<file path="src/rtl/ulcm_pkg.sv">
// shared types, constants and keyword table for the line command matcher
`timescale 1ns / 1ps

package ulcm_pkg;

    localparam int LINE_LEN   = 40;
    localparam int LINE_SLOTS = 20;
    localparam int KW_COUNT   = 8;
    localparam int KW_MAX_LEN = 16;
    localparam int KW_BITS    = KW_MAX_LEN * 8;

    localparam int POS_W  = $clog2(LINE_LEN + 1);
    localparam int SLOT_W = $clog2(LINE_SLOTS + 1);
    localparam int CODE_W = 4;
    localparam int OSLOT_W = 5;
    localparam int KLEN_W = $clog2(KW_MAX_LEN + 1);
    localparam int KIDX_W = $clog2(KW_MAX_LEN);

    localparam logic [7:0] CHAR_LF = 8'h0A;
    localparam logic [7:0] CHAR_CR = 8'h0D;

    localparam logic [CODE_W-1:0] CODE_NONE = CODE_W'(KW_COUNT);

    // keyword text, right aligned: first character in the highest used byte
    localparam logic [KW_BITS-1:0] KW_STR [KW_COUNT] = '{
        KW_BITS'({"led_", "all_on"}),
        KW_BITS'({"led_", "all_off"}),
        KW_BITS'({"led_", "on_down"}),
        KW_BITS'({"led_", "on_up"}),
        KW_BITS'({"flower", "_on"}),
        KW_BITS'({"flower", "_off"}),
        KW_BITS'({"led_", "keep_on_up"}),
        KW_BITS'({"led_", "keep_on_down"})
    };

    localparam logic [KLEN_W-1:0] KW_LEN [KW_COUNT] = '{
        KLEN_W'(10), KLEN_W'(11), KLEN_W'(11), KLEN_W'(9),
        KLEN_W'(9), KLEN_W'(10), KLEN_W'(14), KLEN_W'(16)
    };

    typedef struct packed {
        logic [POS_W-1:0]    pos;
        logic [SLOT_W-1:0]   slot;
        logic [KW_COUNT-1:0] alive;
    } ulcm_state_t;

    typedef struct packed {
        logic                 valid;
        logic [CODE_W-1:0]    code;
        logic [OSLOT_W-1:0]   slot;
    } ulcm_result_t;

    // character of keyword k at a position known to lie inside the keyword
    function automatic logic [7:0] kw_char(input int k, input logic [POS_W-1:0] pos);
        logic [KIDX_W-1:0] idx;
        idx = KIDX_W'(KW_LEN[k] - KLEN_W'(1) - KLEN_W'(pos));
        return KW_STR[k][idx*8 +: 8];
    endfunction

endpackage

</file>
<file path="src/rtl/ulcm_step.sv">
// next-state and result logic for one received byte
`timescale 1ns / 1ps

module ulcm_step import ulcm_pkg::*;
(
    input  ulcm_state_t  cur,
    input  logic [7:0]   rx_byte,
    output ulcm_state_t  nxt,
    output ulcm_result_t res
);

    logic [KW_COUNT-1:0] mismatch;
    logic [KW_COUNT-1:0] done;
    logic [CODE_W-1:0]   code;
    logic                term;

    assign term = (rx_byte == CHAR_LF) || (rx_byte == CHAR_CR);

    always_comb
    begin
        for (int k = 0; k < KW_COUNT; k++)
        begin
            mismatch[k] = (KLEN_W'(cur.pos) < KW_LEN[k]) && (cur.pos < POS_W'(KW_MAX_LEN))
                          && (rx_byte != kw_char(k, cur.pos));
            done[k] = cur.alive[k] && (cur.pos >= POS_W'(KW_LEN[k]));
        end
    end

    // first keyword in table order wins
    always_comb
    begin
        code = CODE_NONE;
        for (int k = KW_COUNT - 1; k >= 0; k--)
        begin
            if (done[k])
            begin
                code = CODE_W'(k);
            end
        end
    end

    always_comb
    begin
        nxt = cur;
        res.valid = 1'b0;
        res.code  = code;
        res.slot  = OSLOT_W'(cur.slot);
        if (cur.slot >= SLOT_W'(LINE_SLOTS))
        begin
            nxt.slot = '0;
        end
        else if (cur.pos >= POS_W'(LINE_LEN))
        begin
            nxt.pos   = '0;
            nxt.alive = '1;
        end
        else if (term)
        begin
            res.valid = 1'b1;
            nxt.pos   = '0;
            nxt.alive = '1;
            nxt.slot  = cur.slot + SLOT_W'(1);
        end
        else
        begin
            nxt.alive = cur.alive & ~mismatch;
            nxt.pos   = cur.pos + POS_W'(1);
        end
    end

endmodule

</file>
<file path="src/rtl/uart_line_command_matcher_core.sv">
// top level of the line command matcher: input stage, state and result register
//
// channel   dir  beat contents
// s_axis    in   rx_byte[7:0]
// m_axis    out  match_code[3:0], line_slot[8:4], zero pad
//
// one byte per cycle unless m_axis stalls; each beat comes via the input and result registers
// one beat per accepted cr or lf but not at a full line or slot wrap; none for other bytes
// state updates in the second stage from the registered byte
// a stall holds the state and a full input stage; s_axis_tready drops only when both are full
// rst_n clears position, slot counter and both valid flags and sets the alive mask
`timescale 1ns / 1ps

module uart_line_command_matcher_core import ulcm_pkg::*;
(
    input  logic        clk,
    input  logic        rst_n,
    input  logic        s_axis_tvalid,
    output logic        s_axis_tready,
    input  logic [7:0]  s_axis_tdata,   // rx_byte[7:0]
    output logic        m_axis_tvalid,
    input  logic        m_axis_tready,
    output logic [15:0] m_axis_tdata    // match_code[3:0], line_slot[8:4], zero [15:9]
);

    logic         in_valid_reg;
    logic [7:0]   in_byte_reg;
    ulcm_state_t  state_reg;
    ulcm_state_t  state_next;
    ulcm_result_t res_next;
    logic         out_valid_reg;
    logic [CODE_W-1:0]  out_code_reg;
    logic [OSLOT_W-1:0] out_slot_reg;
    logic         advance;

    assign advance       = !out_valid_reg || m_axis_tready;
    assign s_axis_tready = !in_valid_reg || advance;

    ulcm_step u_step
    (
        .cur     (state_reg),
        .rx_byte (in_byte_reg),
        .nxt     (state_next),
        .res     (res_next)
    );

    always_ff @(posedge clk or negedge rst_n)
    begin
        if (!rst_n)
        begin
            in_valid_reg    <= 1'b0;
            out_valid_reg   <= 1'b0;
            state_reg.pos   <= '0;
            state_reg.slot  <= '0;
            state_reg.alive <= '1;
        end
        else
        begin
            if (s_axis_tready)
            begin
                in_valid_reg <= s_axis_tvalid;
            end
            if (advance)
            begin
                out_valid_reg <= in_valid_reg && res_next.valid;
                if (in_valid_reg)
                begin
                    state_reg <= state_next;
                end
            end
        end
    end

    // payload registers
    always_ff @(posedge clk)
    begin
        if (s_axis_tready && s_axis_tvalid)
        begin
            in_byte_reg <= s_axis_tdata;
        end
        if (advance && in_valid_reg && res_next.valid)
        begin
            out_code_reg <= res_next.code;
            out_slot_reg <= res_next.slot;
        end
    end

    assign m_axis_tvalid = out_valid_reg;
    assign m_axis_tdata  = {7'd0, out_slot_reg, out_code_reg};

endmodule

</file>
<file path="config.mk">
export PLATFORM = sky130hd
export DESIGN_NAME = uart_line_command_matcher_core
export DESIGN_NICKNAME = d
export VERILOG_FILES = /design/src/rtl/ulcm_pkg.sv /design/src/rtl/ulcm_step.sv /design/src/rtl/uart_line_command_matcher_core.sv
export SDC_FILE = /design/constraint.sdc
export NUM_CORES = 1
export LEC_CHECK = 0
export ABC_AREA = 1
export ABC_CLOCK_PERIOD_IN_PS = 5710
export BUFFER_PORTS_ARGS = -buffer_cell sky130_fd_sc_hd__buf_4
export CAP_MARGIN = 20
export CORE_ASPECT_RATIO = 1.25
export CORE_MARGIN = 5
export CORE_UTILIZATION = 62
export CTS_BUF_LIST = sky130_fd_sc_hd__clkbuf_4 sky130_fd_sc_hd__clkbuf_8 sky130_fd_sc_hd__clkbuf_16
export DETAILED_ROUTE_END_ITERATION = 8
export GPL_TIMING_DRIVEN = 1
export PLACE_DENSITY = 0.84
export SLEW_MARGIN = 30
export SYNTH_ARGS = -nofsm -noshare
export SYNTH_HDL_FRONTEND = slang
export SYNTH_HIERARCHICAL = 1
export SYNTH_SLANG_ARGS = --single-unit
</file>
<file path="constraint.sdc">
create_clock -name clk -period 5.71 [get_ports clk]
set_input_delay 0.571 -clock clk [delete_from_list [all_inputs] [get_ports clk]]
set_output_delay 0.571 -clock clk [all_outputs]
set_load 0.1 [all_outputs]
</file>
# ---- After elaboration in Yosys (flattened, before gate mapping)
# Cells that the tools add are included.
dict set report word_totals {
  regBits 38
  latchBits 0
  mem_bits_rw 0
  rom_bits 0
  mem_count 0
}
dict set report op_classes {
  n_addsub 7
  mul 0
  n_div 0
  order_cmp 13
  n_eq_ne 11
  shift 8
  mux 17
  n_bitwise 3
  n_reduce_logical 36
}
# operator n
set ops {}
lappend ops {{128-bit by 8-bit variable part select with 8-bit output (first input constant)} 8}
lappend ops {{8-bit inequality test} 8}
lappend ops {{1-bit logical AND} 25}
lappend ops {{6-bit by 4-bit >= comparator with 1-bit output (second input constant)} 4}
lappend ops {{5-bit by 4-bit < comparator with 1-bit output (second input constant)} 4}
lappend ops {{4-bit subtractor (first input constant)} 5}
lappend ops {{8-bit by 4-bit equality test with 1-bit output (second input constant)} 2}
lappend ops {{8-bit two-way mux} 2}
lappend ops {{5-bit two-way mux} 3}
lappend ops {{6-bit two-way mux} 2}
lappend ops {{3-bit two-way mux} 3}
lappend ops {{8-bit AND} 1}
lappend ops {{8-bit NOT} 1}
lappend ops {{7-bit OR reduction} 1}
lappend ops {{6-bit by 1-bit adder with 6-bit output (second input constant)} 1}
lappend ops {{6-bit by 5-bit >= comparator with 1-bit output (second input constant)} 1}
lappend ops {{6-bit >= comparator (second input constant)} 1}
lappend ops {{6-bit by 5-bit < comparator with 1-bit output (second input constant)} 1}
lappend ops {{5-bit by 1-bit adder with 5-bit output (second input constant)} 1}
lappend ops {{5-bit >= comparator (second input constant)} 1}
lappend ops {{5-bit < comparator (second input constant)} 1}
lappend ops {{1-bit two-way mux} 4}
lappend ops {{2-bit two-way mux} 2}
lappend ops {{4-bit two-way mux} 1}
lappend ops {{9 further kinds} 12}

# ---- Longest topological paths before layout
dict set report logic_depth {
  depth_word 9
  depth_mapped 20
  mapped_depth_nobuf 17
}

# ---- Cells and area by module
# Netlist, hierarchy kept.
# mod n_inst cells_per_inst area_each_um2
set modules_own_cells {}
lappend modules_own_cells {ulcm_step 1 503 2542.4}
lappend modules_own_cells {uart_line_command_matcher_core 1 118 1432.6}

# ---- Least setup slack after synthesis
# No wires, ideal clock.
dict set report synth_path {
  path_type {reg2reg}
  start {reg out_valid_reg (netlist: m_axis_tvalid)}
  end {reg in_byte_reg[0], enable pin}
  setup_ps 279
  arrival_ps 2450
  path_slack_ps 2981
  path_stages_with_launch 4
  path_buffers 0
  synth_period_minus_slack_ps 2729
  path_cell_list {dfrtp_1 > nand3_1 > nand2_1 > inv_1}
}
dict set report synth_via {
  elab_chain_cells 4
}
# element line_no
set synth_lines {}
lappend synth_lines {{start, declared} uart_line_command_matcher_core.sv:31} ;# logic out_valid_reg;
lappend synth_lines {{start signal, assigned} uart_line_command_matcher_core.sv:65} ;# out_valid_reg <= in_valid_reg && res_next.valid;
lappend synth_lines {{1-bit logical NOT} uart_line_command_matcher_core.sv:36} ;# assign advance = !out_valid_reg || m_axis_tready;
lappend synth_lines {{1-bit logical OR} uart_line_command_matcher_core.sv:36}
lappend synth_lines {{1-bit logical OR} uart_line_command_matcher_core.sv:37} ;# assign s_axis_tready = !in_valid_reg || advance;
lappend synth_lines {{named net s_axis_tready} uart_line_command_matcher_core.sv:19} ;# output logic s_axis_tready,
lappend synth_lines {{1-bit logical AND} uart_line_command_matcher_core.sv:77} ;# if (s_axis_tready && s_axis_tvalid)
lappend synth_lines {{end signal, assigned} uart_line_command_matcher_core.sv:79} ;# in_byte_reg <= s_axis_tdata;
lappend synth_lines {{end, declared} uart_line_command_matcher_core.sv:27} ;# logic [7:0] in_byte_reg;
# The timed path passes the listed nets, and every way through them passes these cells.
# A chain may end at the register's enable or synchronous reset.

# ---- Final worst setup path
dict set report layout_path {
  start {reg state_reg[14] (netlist bit)}
  end {reg state_reg[4] (netlist bit)}
}
dict set report layout_via {
  elab_chain_cells 8
  word_cells_on_any_way 12
}
# element line_no
set layout_lines {}
lappend layout_lines {{start, declared} uart_line_command_matcher_core.sv:28} ;# ulcm_state_t state_reg;
lappend layout_lines {{start signal, assigned} uart_line_command_matcher_core.sv:68} ;# state_reg <= state_next;
lappend layout_lines {{4-bit subtractor} ulcm_pkg.sv:56} ;# idx = KIDX_W'(KW_LEN[k] - KLEN_W'(1) - KLEN_W'(pos));
lappend layout_lines {{128-bit by 8-bit variable part select with 8-bit output} ulcm_pkg.sv:57} ;# return KW_STR[k][idx*8 +: 8];
lappend layout_lines {{8-bit inequality test} ulcm_step.sv:24} ;# && (rx_byte != kw_char(k, cur.pos));
lappend layout_lines {{1-bit logical AND} ulcm_step.sv:24}
lappend layout_lines {{8-bit NOT} ulcm_step.sv:66} ;# nxt.alive = cur.alive & ~mismatch;
lappend layout_lines {{8-bit AND} ulcm_step.sv:66}
lappend layout_lines {{8-bit two-way mux} ulcm_step.sv:57} ;# else if (term)
lappend layout_lines {{8-bit two-way mux (*)} ulcm_step.sv:52} ;# else if (cur.pos >= POS_W'(LINE_LEN))
# Every way passes the cells marked *; elsewhere a longest branch is shown, timed or not.

==> summary.md <==
| Metric | Value |
|---|---|
| Area after DPL | `between 0.003 and 0.004 sq mm` |
| Fin crit share | `0.576` |
| Vias per inst | `between 5 and 6` |
| Synth warn | `6` |
| TNS Setup | `0 ns` |
| Worst setup margin | `approximately 2.4 ns` |
| Hold buffers post-CTS | `0` |
| RSZ-0062 raised after global routing | `no` |
| Hold WS | `~0.15 ns` |
| CTS Buffer Depth | `2` |
| Final Hold Fails | `0` |
| Initial Util | `0.641` |
| GPL Wtd Cong | `~1` |
| Final min period | `roughly 3.3 ns` |
| Filler cells | `between 500 and 600` |
| Worst Setup End Kind | `flop` |
| Core area | `0.00621 sq mm` |
| Post-CTS sizing | `0` |
| Final Setup Violations | `0` |
| Maxcap violations | `0` |
| Max VDD drop | `approximately 0.00024 V` |
| CP Launch Type | `flop` |
| CTS Sinks | `38` |
| Final WL | `11500 microns` |
| P&R area growth vs syn | `2.30%` |
| Placed cell count | `699` |
| Initial antenna violation count | `0` |
| Layout cells sized above 1 | `0.0804` |
| Family with the most delay on the worst path | `simple AND/OR/NAND/NOR gates` |
| Sw Ratio | `0.576` |
| Slew @ Worst Pin | `between 0.9 and 1 ns` |
| Sequential-to-total area share from yosys stat | `0.263` |
| EDFF count, synth | `17` |
| Row count | `32` |
| Iteration-0 DRC count of the detailed router | `around 510` |
| H-tree depth | `2` |
| Worst-path clk slew | `roughly 0.080 ns` |
| Top_reg_cell synth | `edfxtp_1` |
| Met2 usage | `0.496` |
| Crit Path Max Fanout | `13` |
| Switching power of the nets | `approximately 1.2 mW` |
| Clk root buf | `clkbuf_8` |
| Slew headroom | `0.364` |
| CP Cell Sequence | `inv_1 > ha_1 > ha_1 > nand2_1 > nand2_1 > nand2_1 > xor2_1 > nand2_1 > nor2_1 > nand2_1 > nand2_1 > nand2_1 > nand2_1 > nand3_1 > nand2_1` |
| Ranking of synthesized cells by area | `nand2_1 22%, edfxtp_1 13%, nand3_1 10%, dfrtp_1 8.2%, ha_1 6.6%` |
| Grt ovf | `0` |
| Post-synth top area share | `0.225` |
| Top-count cell post-synth | `nand2_1` |
| Logic pwr share | `0.720` |
| I/O Pins | `30` |
| Post-synth top cells | `238 x nand2_1, 80 x nand3_1, 45 x inv_1, 38 x nor2_1, 28 x o21ai_0` |
| CP peak stage delay | `~0.63 ns` |
| First-pass GRT wire length | `approximately 19000 microns` |
| Number of flip-flops in the largest register | `19` |
| Vias in the first global route | `between 3000 and 4000` |
| Int Pwr | `0.872 mW` |
| Final net count | `around 650` |
| Final Core Density | `0.655` |
| Top achievable clock speed | `0.304 GHz` |
| Buffers on Ports | `22` |
| Layout Cells excl Fill | `around 700` |
| Status | `completed` |
| Pin count of the biggest net entering global routing | `23` |
| Critical path's most frequent cell | `nand2_1` |
| Fin. max-slew vios | `0` |
| Synthesized area | `between 0.003 and 0.004 sq mm` |
| Buffers & Inverters on Critical Path | `1` |
| Die width | `81.6 microns` |
| GRT Total Usage | `0.293` |
| Flop pwr share | `0.194` |
| Die area | `roughly 0.0081 sq mm` |
| PD cells | `between 500 and 600 mW/mm^2` |
| DRC | `0` |
| GRT Max-Usage Layer | `met2` |
| Overall Power | `2.06 mW` |
| Mapped Avg Cell Area | `approximately 6.4 sq um` |
| DIE HEIGHT | `99.5 microns` |
| Synth Instances | `621` |
| Synth cell types | `37` |
| Worst Path Required | `roughly 5.9 ns` |
| Ys async rst share | `0.553` |
| Post-DP HPWL | `about 8400 microns` |
| Leakage | `2.14 nW` |
| Yosys top cell by area | `nand2_1` |
| Met3 Use GR | `0.0371` |
| Pre-antenna DRT Iters | `5` |
| Routed Antenna Nets | `0` |
| Synthesis-stage register bit count | `38` |
| Pre-CTS setup slack | `around 2.5 ns` |
| Via count | `between 4000 and 5000` |
| Finished Cell Area | `0.00407 sq mm` |
| Antenna diodes | `0` |
| GR Util met1 | `0.349` |
| Post-CTS setup buffers | `0` |
| TritonCTS clock tree | `done` |
| DR WL/cell | `~16 microns` |
| CTS buffer count | `5` |
| Crit path DAT | `between 3 and 4 ns` |
| Clock latency reported for the late side of the worst-skew pair | `approximately 0.29 ns` |
| Hold Path Class | `primary input to async pin` |
| CP max stage cell | `dfrtp_1` |
| Clock power frac | `0.086` |
| Final Skew | `between 0.01 and 0.015 ns` |
| WS Path Type | `flop to flop` |
[metal layers]
metal | share of wire | vias to the layer above | wire length (microns)
met1 | 0.39 | 1849 | 4460
met2 | 0.48 | 239 | 5450
met5 | 0 | - | 0
met4 | 0.066 | 0 | 752
li1 | - | 1994 | -
met3 | 0.069 | 73 | 795
[final timing paths]
path / slack, ns / endpoint / cells after the start / startpoint
worst min register to register: 0.48 / state_reg[1]$_DFFE_PN1P_ / 2 / state_reg[1]$_DFFE_PN1P_
worst max register to register: 2.42 / state_reg[4]$_DFFE_PN1P_ / 15 / state_reg[14]$_DFFE_PN0P_
max in group asynchronous: 5.27 / state_reg[7]$_DFFE_PN1P_ / 1 / rst_n
worst min-delay path: 0.15 / state_reg[16]$_DFFE_PN0P_ / 1 / rst_n
worst max-delay path: 2.42 / state_reg[4]$_DFFE_PN1P_ / 15 / state_reg[14]$_DFFE_PN0P_
min in group clk: 0.45 / in_byte_reg[4]$_DFFE_PP_ / 1 / s_axis_tdata[4]
[cell type report]
cell class / count / area (sq um) / area share
well taps: 85 / 106 / 0.0262
clock buffers: 5 / 68.8 / 0.0169
repair buffers: 22 / 165 / 0.0406
flip-flops and latches: 38 / 1050 / 0.257
multi-input cells: 500 / 2460 / 0.604
inverters: 54 / 208 / 0.0511
clock inverters: 3 / 16.3 / 0.00400
[power groups by stage]
stage	logic (mW)	registers [mW]	clock network, mW
finish	1.48	0.398	0.177
global route	1.66	0.402	0.195
CTS	1.43	0.394	0.181
detailed placement	1.43	0.400	0
global placement	1.41	0.397	0
floorplan	1.25	0.357	0
[cells in the final DEF (no fill, tap or decap), drive strengths merged]
cell	count
a21oi	20
edfxtp	17
o21a	1
nor3	8
o21bai	1
nand3b	1
o22ai	2
a21boi	1
o31ai	1
dfstp	8
nand4	10
nor3b	1
buf	22
xnor2	2
clkbuf	5
nor4	1
o211ai	7
o21ai	30
conb	7
clkinvlp	1
dfrtp	13
nor2	40
a31oi	1
nand2	246
inv	47
nand3	80
xor2	19
ha	21
clkinv	9
[logic make-up after synthesis]
| logic type | after synthesis | share of synthesized area |
|---|---|---|
| and+or+nand+nor | 387 | 0.410 |
| AOI/OAI and AO/OA | 64 | 0.0885 |
| DFF | 38 | 0.263 |
| other | 1 | 0.000943 |
| buffers and inverters | 89 | 0.126 |
| xor gates and xnor gates | 21 | 0.0463 |
| adders and majority gates | 21 | 0.0661 |
(Power assumes the default switching activity.)
